`config.mk`:
```
export PLATFORM = sky130hd
export DESIGN_NAME = transport_receiver_connection_table_top_flat
export DESIGN_NICKNAME = d
export VERILOG_FILES = /design/src/trct_pkg.sv /design/src/trct_if.sv /design/src/trct_seq.sv /design/src/trct_unit.sv /design/src/transport_receiver_connection_table_top.sv /design/src/flat_wrapper.sv
export VERILOG_INCLUDE_DIRS = /design/src /design/src/src
export SDC_FILE = /design/constraint.sdc
export NUM_CORES = 1
export LEC_CHECK = 0
export BUFFER_PORTS_ARGS = -buffer_cell sky130_fd_sc_hd__buf_2
export CAP_MARGIN = 15
export CORE_MARGIN = 2
export CORE_UTILIZATION = 35
export CTS_CLUSTER_DIAMETER = 60
export DETAILED_ROUTE_END_ITERATION = 12
export HOLD_SLACK_MARGIN = 0.02
export PLACE_DENSITY = 0.64
export SYNTH_ARGS = -nofsm -noshare
export SYNTH_HDL_FRONTEND = slang
export SYNTH_SLANG_ARGS = --single-unit
```
`constraint.sdc`:
```
create_clock -name clk_i -period 1.91 [get_ports clk_i]
set_input_delay 0.191 -clock clk_i [delete_from_list [all_inputs] [get_ports clk_i]]
set_output_delay 0.191 -clock clk_i [all_outputs]
set_load 0.02 [all_outputs]
```
`src/transport_receiver_connection_table_top_defines.svh`:
```
// assertion macros for the connection table
`ifndef TRANSPORT_RECEIVER_CONNECTION_TABLE_TOP_DEFINES_SVH
`define TRANSPORT_RECEIVER_CONNECTION_TABLE_TOP_DEFINES_SVH
// implication checked on every clock edge outside reset
`define TRCT_ASSERT(lbl, clk, rst_n, prop, msg) \
  lbl: assert property (@(posedge clk) disable iff (!rst_n) prop) else $error(msg);
// same, without a reset guard
`define TRCT_ASSERT_ALWAYS(lbl, clk, prop, msg) \
  lbl: assert property (@(posedge clk) prop) else $error(msg);
`endif

```
`src/trct_pkg.sv`:
```
// package: types and constants of the connection table
`timescale 1ns / 1ps
package trct_pkg;
  localparam int NumEntries = 8;
  localparam int IdxW = $clog2(NumEntries);
  localparam logic [16:0] BufferBytes = 17'd32768;
  localparam logic [15:0] CwReset = 16'd100;

  typedef enum logic [2:0] {
    FN_OPEN = 3'd0, FN_ACCEPT = 3'd1, FN_READ = 3'd2, FN_CLOSE = 3'd3,
    FN_SEG = 3'd4, FN_TICK = 3'd5, FN_RSV6 = 3'd6, FN_RSV7 = 3'd7
  } func_e;

  typedef enum logic [1:0] {
    ST_OK = 2'd0, ST_FAIL = 2'd1, ST_WAIT = 2'd2, ST_DROP = 2'd3
  } status_e;

  typedef enum logic [1:0] {
    MD_CLOSED = 2'd0, MD_LISTEN = 2'd1, MD_CONN = 2'd2, MD_CWAIT = 2'd3
  } mode_e;

  localparam logic [1:0] SegSyn = 2'd0;
  localparam logic [1:0] SegFin = 2'd1;
  localparam logic [1:0] SegData = 2'd2;

  typedef enum logic [2:0] {
    FS_IDLE, FS_SCAN, FS_EXEC, FS_OUT
  } fsm_e;

  typedef struct packed {
    logic [2:0]  func;
    logic [2:0]  sock_index;
    logic [15:0] local_port;
    logic [15:0] peer_port;
    logic [7:0]  peer_node;
    logic [1:0]  seg_kind;
    logic [31:0] seq_num;
    logic [15:0] byte_count;
    logic        check_ok;
  } req_t;

  typedef struct packed {
    logic [1:0]  call_status;
    logic [2:0]  sock_out;
    logic [1:0]  entry_state;
    logic        ack_valid;
    logic [1:0]  ack_kind;
    logic [15:0] ack_src_port;
    logic [15:0] ack_dest_port;
    logic [7:0]  ack_node;
    logic [31:0] ack_number;
  } rsp_t;

  // one entry of the table
  typedef struct packed {
    logic [15:0] port;
    logic [1:0]  mode;
    logic [15:0] peer_port;
    logic [7:0]  peer_node;
    logic [31:0] exp_seq;
    logic [15:0] used;
    logic [15:0] wait_cnt;
  } entry_t;

  // control from sequencer to the entry unit
  typedef struct packed {
    logic            start;
    logic            scan;
    logic [IdxW-1:0] ptr;
    logic            exec;
  } ctl_t;
endpackage

```
`src/trct_if.sv`:
```
// handshake channel interface
`timescale 1ns / 1ps
interface trct_if #(parameter type T = logic) ();
  logic valid;
  logic ready;
  T     data;
  modport source (output valid, output data, input ready);
  modport sink (input valid, input data, output ready);
endinterface

```
`src/trct_seq.sv`:
```
// sequencer: walks the table one entry a cycle for each event
`timescale 1ns / 1ps
`include "transport_receiver_connection_table_top_defines.svh"
module trct_seq (
  input  logic clk_i,
  input  logic rst_ni,
  input  logic in_valid_i,
  input  logic out_ready_i,
  input  logic scan_done_i,
  output logic in_ready_o,
  output logic out_valid_o,
  output trct_pkg::ctl_t ctl_o
);
  import trct_pkg::*;
  fsm_e state_q, state_d;
  logic [IdxW-1:0] ptr_q, ptr_d;

  always_ff @(posedge clk_i or negedge rst_ni) begin
    if (!rst_ni) begin
      state_q <= FS_IDLE;
      ptr_q <= '0;
    end else begin
      state_q <= state_d;
      ptr_q <= ptr_d;
    end
  end

  always_comb begin
    state_d = state_q;
    ptr_d = ptr_q;
    in_ready_o = 1'b0;
    out_valid_o = 1'b0;
    ctl_o = '0;
    ctl_o.ptr = ptr_q;
    unique case (state_q)
      FS_IDLE: begin
        in_ready_o = 1'b1;
        if (in_valid_i) begin
          ctl_o.start = 1'b1;
          ptr_d = '0;
          state_d = FS_SCAN;
        end
      end
      FS_SCAN: begin
        ctl_o.scan = 1'b1;
        if (scan_done_i || ptr_q == IdxW'(NumEntries - 1)) begin
          state_d = FS_EXEC;
        end else begin
          ptr_d = ptr_q + 1'b1;
        end
      end
      FS_EXEC: begin
        ctl_o.exec = 1'b1;
        state_d = FS_OUT;
      end
      FS_OUT: begin
        out_valid_o = 1'b1;
        if (out_ready_i) state_d = FS_IDLE;
      end
      default: state_d = FS_IDLE;
    endcase
  end

  `TRCT_ASSERT(a_ready_idle, clk_i, rst_ni, in_ready_o |-> state_q == FS_IDLE, "ready out of idle")
  `TRCT_ASSERT(a_excl, clk_i, rst_ni, !(in_ready_o && out_valid_o), "ready while result held")
  `TRCT_ASSERT(a_exec_out, clk_i, rst_ni, ctl_o.exec |=> out_valid_o, "exec not followed by result")
endmodule

```
`src/trct_unit.sv`:
```
// entry unit: table storage, shared compare during scan, event update
`timescale 1ns / 1ps
`include "transport_receiver_connection_table_top_defines.svh"
module trct_unit (
  input  logic clk_i,
  input  logic rst_ni,
  input  trct_pkg::ctl_t ctl_i,
  input  trct_pkg::req_t req_i,
  input  logic cfg_we_i,
  input  logic [15:0] cfg_wdata_i,
  output logic scan_done_o,
  output trct_pkg::rsp_t rsp_o
);
  import trct_pkg::*;
  entry_t ent_q [NumEntries];
  logic [NumEntries-1:0] vld_q, vld_d;
  logic [15:0] cw_q;
  req_t req_q;
  logic hit_q;
  logic [IdxW-1:0] hit_idx_q;
  rsp_t rsp_q;

  entry_t cur;
  logic cur_hit;
  // event-specific match at the scan pointer
  always_comb begin
    cur = ent_q[ctl_i.ptr];
    case (func_e'(req_q.func))
      FN_OPEN: cur_hit = !vld_q[ctl_i.ptr];
      FN_SEG:  cur_hit = vld_q[ctl_i.ptr] && cur.port == req_q.local_port;
      default: cur_hit = 1'b0;
    endcase
  end
  assign scan_done_o = cur_hit;

  // tick: the scan pointer entry's timer advances each scan cycle while the entry is valid and in close-wait
  logic [16:0] wc_inc;
  assign wc_inc = {1'b0, cur.wait_cnt} + 17'd1;

  always_ff @(posedge clk_i or negedge rst_ni) begin
    if (!rst_ni) begin
      cw_q <= CwReset;
      vld_q <= '0;
      hit_q <= 1'b0;
    end else begin
      if (cfg_we_i) cw_q <= cfg_wdata_i;
      vld_q <= vld_d;
      if (ctl_i.start) hit_q <= 1'b0;
      else if (ctl_i.scan && cur_hit && !hit_q) hit_q <= 1'b1;
    end
  end

  always_ff @(posedge clk_i) begin
    if (ctl_i.start) req_q <= req_i;
    if (ctl_i.scan && cur_hit && !hit_q) hit_idx_q <= ctl_i.ptr;
  end

  // shared datapath on the selected entry
  logic [IdxW-1:0] sel;
  entry_t e, e_n;
  rsp_t r;
  logic sel_ok, do_wr, scanning;
  logic [16:0] sum;
  logic [IdxW-1:0] sidx;
  assign scanning = ctl_i.scan;
  always_comb begin
    sidx = IdxW'(req_q.sock_index);
    sel = (func_e'(req_q.func) == FN_OPEN || func_e'(req_q.func) == FN_SEG) ? hit_idx_q : sidx;
    sel_ok = ({29'd0, req_q.sock_index} < NumEntries) && vld_q[sidx];
    e = ent_q[sel];
    e_n = e;
    r = '0;
    r.call_status = ST_FAIL;
    do_wr = 1'b0;
    vld_d = vld_q;
    sum = {1'b0, e.used} + {1'b0, req_q.byte_count};
    if (ctl_i.exec) begin
      case (func_e'(req_q.func))
        FN_OPEN: if (hit_q) begin
          vld_d[sel] = 1'b1;
          e_n = '0;
          e_n.port = req_q.local_port;
          do_wr = 1'b1;
          r.call_status = ST_OK;
          r.sock_out = 3'(sel);
        end
        FN_ACCEPT: if (sel_ok) begin
          if (e.mode == MD_CONN) r.call_status = ST_OK;
          else begin
            e_n.mode = MD_LISTEN;
            r.call_status = ST_WAIT;
            do_wr = 1'b1;
          end
          r.entry_state = e_n.mode;
        end
        FN_READ: if (sel_ok) begin
          r.entry_state = e.mode;
          if (e.mode == MD_CONN) begin
            if (e.used >= req_q.byte_count) begin
              e_n.used = e.used - req_q.byte_count;
              do_wr = 1'b1;
              r.call_status = ST_OK;
            end else r.call_status = ST_WAIT;
          end
        end
        FN_CLOSE: if (sel_ok) begin
          r.entry_state = e.mode;
          r.call_status = (e.mode == MD_CLOSED) ? ST_OK : ST_FAIL;
          vld_d[sel] = 1'b0;
          e_n.used = '0;
          do_wr = 1'b1;
        end
        FN_SEG: begin
          r.call_status = ST_DROP;
          if (req_q.check_ok && req_q.seg_kind != 2'd3 && hit_q) begin
            do_wr = 1'b1;
            e_n.peer_port = req_q.peer_port;
            r.call_status = ST_FAIL;
            if (req_q.seg_kind == SegSyn) begin
              if (e.mode == MD_LISTEN || e.mode == MD_CONN) begin
                e_n.mode = MD_CONN;
                e_n.peer_node = req_q.peer_node;
                e_n.exp_seq = req_q.seq_num;
                r.ack_kind = SegSyn;
                r.ack_valid = 1'b1;
              end
            end else if (req_q.seg_kind == SegFin) begin
              if (e.mode == MD_CONN || e.mode == MD_CWAIT) begin
                if (e.mode == MD_CONN) e_n.wait_cnt = '0;
                e_n.mode = MD_CWAIT;
                r.ack_kind = SegFin;
                r.ack_valid = 1'b1;
              end
            end else if (e.mode == MD_CONN) begin
              if (e.exp_seq == req_q.seq_num && sum < BufferBytes) begin
                e_n.exp_seq = e.exp_seq + {16'd0, req_q.byte_count};
                e_n.used = sum[15:0];
              end
              r.ack_kind = SegData;
              r.ack_valid = 1'b1;
              r.ack_number = e_n.exp_seq;
            end
            if (r.ack_valid) begin
              r.call_status = ST_OK;
              r.ack_src_port = e_n.port;
              r.ack_dest_port = e_n.peer_port;
              r.ack_node = e_n.peer_node;
            end
            r.entry_state = e_n.mode;
          end
        end
        FN_TICK: r.call_status = ST_OK;
        default: ;
      endcase
    end
  end

  always_ff @(posedge clk_i) begin
    if (ctl_i.exec) begin
      rsp_q <= r;
      if (do_wr) ent_q[sel] <= e_n;
    end else if (scanning && func_e'(req_q.func) == FN_TICK && vld_q[ctl_i.ptr]
                 && cur.mode == MD_CWAIT) begin
      if (wc_inc >= {1'b0, cw_q}) begin
        ent_q[ctl_i.ptr].mode <= MD_CLOSED;
        ent_q[ctl_i.ptr].wait_cnt <= '0;
      end else begin
        ent_q[ctl_i.ptr].wait_cnt <= wc_inc[15:0];
      end
    end
  end
  assign rsp_o = rsp_q;

  `TRCT_ASSERT(a_open_free, clk_i, rst_ni, (ctl_i.exec && func_e'(req_q.func) == FN_OPEN && hit_q) |-> !vld_q[hit_idx_q], "open on busy entry")
  `TRCT_ASSERT(a_vld_stable, clk_i, rst_ni, !ctl_i.exec |=> $stable(vld_q), "valid bits change outside exec")
  `TRCT_ASSERT(a_ack_ok, clk_i, rst_ni, (ctl_i.exec && r.ack_valid) |-> r.call_status == ST_OK, "ack without success")
endmodule

```
`src/transport_receiver_connection_table_top.sv`:
```
// top level of the go-back-N receiver connection table
`timescale 1ns / 1ps
// Server-side connection table for a go-back-N transport, eight entries.
// in_ch (sink): one event per beat: open, accept, read, close, segment, tick.
// out_ch (source): exactly one result beat per event, with status, granted
//   entry, entry mode and the reply segment header when ack_valid is set.
// cfg_we_i/cfg_wdata_i write closewait_ticks; write only while idle.
// Each event passes from accept to result valid through a sequential scan
//   that visits one table entry per cycle (open and segment stop at the
//   first match, other events walk all entries), then an update on the
//   selected entry. The block is ready for the next event in the cycle
//   after the result beat leaves.
// in_ch.ready is high only while idle; a stalled out_ch holds the result
//   and the block takes no new event.
// Reset frees all entries and sets closewait_ticks to 100; entry contents
//   are only read after an open has written them.
module transport_receiver_connection_table_top (
  input  logic clk_i,
  input  logic rst_ni,
  trct_if.sink   in_ch,
  trct_if.source out_ch,
  input  logic cfg_we_i,
  input  logic [15:0] cfg_wdata_i
);
  import trct_pkg::*;
  ctl_t ctl;
  logic scan_done;

  trct_seq u_seq (
    .clk_i(clk_i), .rst_ni(rst_ni),
    .in_valid_i(in_ch.valid), .out_ready_i(out_ch.ready),
    .scan_done_i(scan_done), .in_ready_o(in_ch.ready),
    .out_valid_o(out_ch.valid), .ctl_o(ctl)
  );

  trct_unit u_unit (
    .clk_i(clk_i), .rst_ni(rst_ni), .ctl_i(ctl), .req_i(in_ch.data),
    .cfg_we_i(cfg_we_i), .cfg_wdata_i(cfg_wdata_i),
    .scan_done_o(scan_done), .rsp_o(out_ch.data)
  );
endmodule
```
`src/flat_wrapper.sv`:
```
// flat-port wrapper written by rule: the top's interface ports become plain ports
module transport_receiver_connection_table_top_flat import trct_pkg::*;
  (clk_i, rst_ni, cfg_we_i, cfg_wdata_i, in_ch_valid, in_ch_data, in_ch_ready, out_ch_valid, out_ch_data, out_ch_ready);
  trct_if in_ch_i ();
  trct_if out_ch_i ();
  input  logic clk_i;
  input  logic rst_ni;
  input  logic cfg_we_i;
  input  logic [15:0] cfg_wdata_i;
  input wire logic [$bits(in_ch_i.valid)-1:0] in_ch_valid;
  input wire logic [$bits(in_ch_i.data)-1:0] in_ch_data;
  output wire logic [$bits(in_ch_i.ready)-1:0] in_ch_ready;
  output wire logic [$bits(out_ch_i.valid)-1:0] out_ch_valid;
  output wire logic [$bits(out_ch_i.data)-1:0] out_ch_data;
  input wire logic [$bits(out_ch_i.ready)-1:0] out_ch_ready;
  assign in_ch_i.valid = in_ch_valid;
  assign in_ch_i.data = in_ch_data;
  assign in_ch_ready = in_ch_i.ready;
  assign out_ch_valid = out_ch_i.valid;
  assign out_ch_data = out_ch_i.data;
  assign out_ch_i.ready = out_ch_ready;
  transport_receiver_connection_table_top u_core (.clk_i(clk_i), .rst_ni(rst_ni), .in_ch(in_ch_i), .out_ch(out_ch_i), .cfg_we_i(cfg_we_i), .cfg_wdata_i(cfg_wdata_i));
endmodule
```
==> summary.md <==
| Metric | Value |
|---|---|
| Starting density of the core | a little over a third |
| Status | complete, no violations |
| Number of setup violations in the final report | 0 |
| GPL Wtd Cong | between 0.8 and 0.9 |
| Largest net degree at the start of global routing | 15 |
| Setup repair after global routing missed its margin | no |
| Dpl hpwl | around 1500 um |
| Post-synthesis simple-gate area fraction | around 16% |
| Critical path type | reg -> reg |
| DRC | 0 |
| Vias per inst | around 5.5 |
| Post-route ant nets | 0 |
| Die X | between 50 and 60 um |
| R2R setup slack | approximately 90 ps |
| End of the worst register-to-register path | u_core.u_seq.state_q[1] |
| Post-Synth XOR/XNOR Area | 0% |
| Hold Path Class | in -> reg |
| P per Cell Area | 1649 nW/um^2 |
| Compound-Gate Fraction of Synth Area | between 20% and 30% |
| Area leader, netlist | dfrtp_1 |
| Hold depth | 2 |
| Post-synthesis mux area share | roughly 4.4% |
| Clock root buffer | clkbuf_4 |
| Fin Clk Skew | 1.054 ps |
| Static Leak | about 0.47 nW |
| Routed len/inst | 14.32 um |
| Share of post-route cells with drive strength above 1 | ~18% |
| Syn Nets | about 120 |
| Mapped Area | ~970 um^2 |
| FF-to-FF Start | u_core.u_seq.ptr_q[0] |
| Site Rows | 19 |
| Cells after synthesis | between 90 and 100 |
| Vias | between 700 and 800 |
| Die height | approximately 57 um |
| First-pass GRT wire length | ~3500 um |
| Final Slew Violations | 0 |
| Initial antenna violation count | 0 |
| Fin Setup TNS | 0 ps |
| Post-synth cell types | 31 |
| Die footprint | around 3200 um^2 |
| GRT overflow | 0 |
| Nets | 134 |
| Layout area overhead | 11.55% |
| Max-cap violations | 0 |
| Hold Path Sink | u_core.u_unit.hit_q |
| Max Root-Sink Buffers | 2 |
| Worst skew pair latency | between 200 and 300 ps |
| Ys Warns | 0 |
| CP Max Fanout | 7 |
| First-pass iteration count of the detailed router | 4 |
| Vias in the first global route | ~760 |
| Clock Sinks | 17 |
| Core Area | between 2000 and 3000 um^2 |
| Syn avg cell area | about 10 um^2 |
| Worst Min Path Start | in_ch_valid |
| Hold Fails Final Rpt | 0 |
| Initial DRC Count | 21 |
| Register area share after synthesis | a little under half |
| Post-synth top area share | 35.94% |
| Startpoint Class | flip-flop |
| Diode count | 0 |
| Worst endpoint required time | 2130 ps |
| Cts bufs inserted | 3 |
| Boundary Pins | 25 |
| FF+latch count, synth | 17 |
| Filler instances | about 280 |
| GRT Total Usage | 13.75% |
| Maximum clock frequency | around 0.55 GHz |
| Synth Area in Adders | under 10% |
| Crit path DAT | approximately 2000 ps |
| Min Tclk post-route | about 1800 ps |
| CTS H-Tree Depth | 1 |
| Pwr Total | between 1.5 and 2 mW |
| Peak VDD IR | between 0.7 and 0.8 mV |
| Critical path endpoint category | flip-flop |
| Tcrit/Tclk final | 95.29% |
| Main combinational cell family by area after synthesis | compound AO/OA/AOI/OAI gates |
| Worst Reg-to-Reg Cells | 5 |
| Synth area leaders | dfrtp_1 36%, edfxtp_1 9.2%, ha_1 7.7% |
| Clk pin slew, worst setup/hold paths | 100 ps |
| Port Buffers | 5 |
| Final wirelength | 1948 um |
| Dpl cell area | roughly 1000 um^2 |
| CTS tree | built |
| Post-Layout Inst Area | roughly 1100 um^2 |
## logic make-up after synthesis
group,count (synthesis)
flip-flops,17
buffers and inverters,8
adder cells (fa/ha/maj),6
multiplexers,4
other,1
AND/OR/NAND/NOR,31
AO/OA/AOI/OAI,27
## final cells by class
type                       instances  area, um^2  area share, %
clock buffer                       3       22.52          2.071
clock inverter                     1       5.005         0.4603
multi-input combinational         69       493.0          45.34
timing repair buffer              11       72.57          6.674
sequential                        17       440.4          40.51
tap                               31       38.79          3.567
inverter                           4       15.01          1.381
## per-layer routing
metal	wire (um)	track usage (%)
met5	0	0
met4	12	3.987
met3	90	4.147
met2	927	22.59
met1	918	17.41
## critical path, cell delays in order, from the launching register on
cell and delay, ps:
dfrtp_1 470, buf_4 180, ha_1 190, ha_1 270, or4_1 570, o211ai_2 80
## registers in the layout (all words and copies together), names as in the netlist
signal	count
u_core.u_seq.ptr_q	3
u_core.u_seq.state_q	2
u_core.u_unit.hit_idx_q	3
u_core.u_unit.vld_q	8
u_core.u_unit.hit_q	1
## cells in the mapped netlist (all sizes together)
library cell	number
a21o	1
a22o	1
a22oi	2
a41o	1
and4	1
buf	3
clkbuf	1
conb	1
dfrtp	14
edfxtp	3
ha	6
inv	4
mux2	2
mux2i	2
nand2	11
nand2b	4
nand3	3
nor2	6
nor2b	3
o211ai	1
o21ai	3
o21bai	8
o22a	1
o22ai	1
o311ai	6
o31a	1
o31ai	1
or2	1
or4	2
## repair_timing
item | in CTS | in global routing
resized for setup | 0 | 2
setup buffers | 0 | 0
endpoints found under the setup margin | 0 | 1
endpoints found under the hold margin | 14 | 0
hold buffers | 1 | 0
## worst max-delay path by stage
stage	from	end	slack, ps	cells after the start
after global routing	u_core.u_seq.state_q[0]	u_core.u_seq.ptr_q[0]	10	6
after CTS	u_core.u_seq.ptr_q[0]	u_core.u_seq.state_q[0]	90	5
final	u_core.u_seq.ptr_q[0]	u_core.u_seq.state_q[1]	90	5
after detailed placement	u_core.u_seq.ptr_q[0]	u_core.u_seq.state_q[1]	120	5
after global placement	u_core.u_seq.ptr_q[0]	u_core.u_seq.state_q[1]	130	5
after floorplan	u_core.u_seq.ptr_q[0]	u_core.u_unit.hit_idx_q[0]	200	5
## cell usage in the layout, fill, tap and decap left out
cell type      netlist  routed
nand2_1             11      11
nand2b_1             4       4
mux2i_1              2       2
or4_1                2       2
edfxtp_1             3       3
clkbuf_4             0       3
mux2_2               2       2
a22o_1               1       1
o31ai_1              1       1
o22ai_2              1       1
or2_2                1       1
o31a_1               1       1
and4_1               1       1
nand3_1              3       3
o211ai_2             1       1
nor2_1               6       6
dlygate4sd3_1        0       1
buf_4                1       5
conb_1               1       1
a41o_1               1       1
dfrtp_1             14      14
o311ai_0             6       4
a22oi_1              2       2
inv_1                4       4
o21bai_1             8       8
o311ai_1             0       2
buf_2                0       5
nor2b_1              3       3
o22a_1               1       1
o21ai_0              3       3
a21o_1               1       1
ha_1                 6       6
clkinv_2             0       1
## power breakdown
part           total [mW]  internal [mW]  leakage [nW]  switching, mW
Sequential          0.693          0.541         0.197          0.152
Combinational       0.904          0.417         0.258          0.487
Clock               0.195         0.0779        0.0177          0.118
Total                1.79           1.04         0.472          0.757
## metrics by stage
step / hold WS (ps) / cells / utilization, % / worst slack [ps]
2_1_floorplan: -104.6 / 94 / - / 195.8
3_3_place_gp: 101.3 / 131 / 38.74 / 126.4
3_5_place_dp: 105.3 / 131 / 38.74 / 116.1
4_1_cts: 99.05 / 136 / 40.12 / 91.88
5_1_grt: 115.5 / 136 / 40.12 / 11.99
6_report: 95.81 / 136 / 40.12 / 89.95
Note: power is estimated with default switching activity, not from simulation.
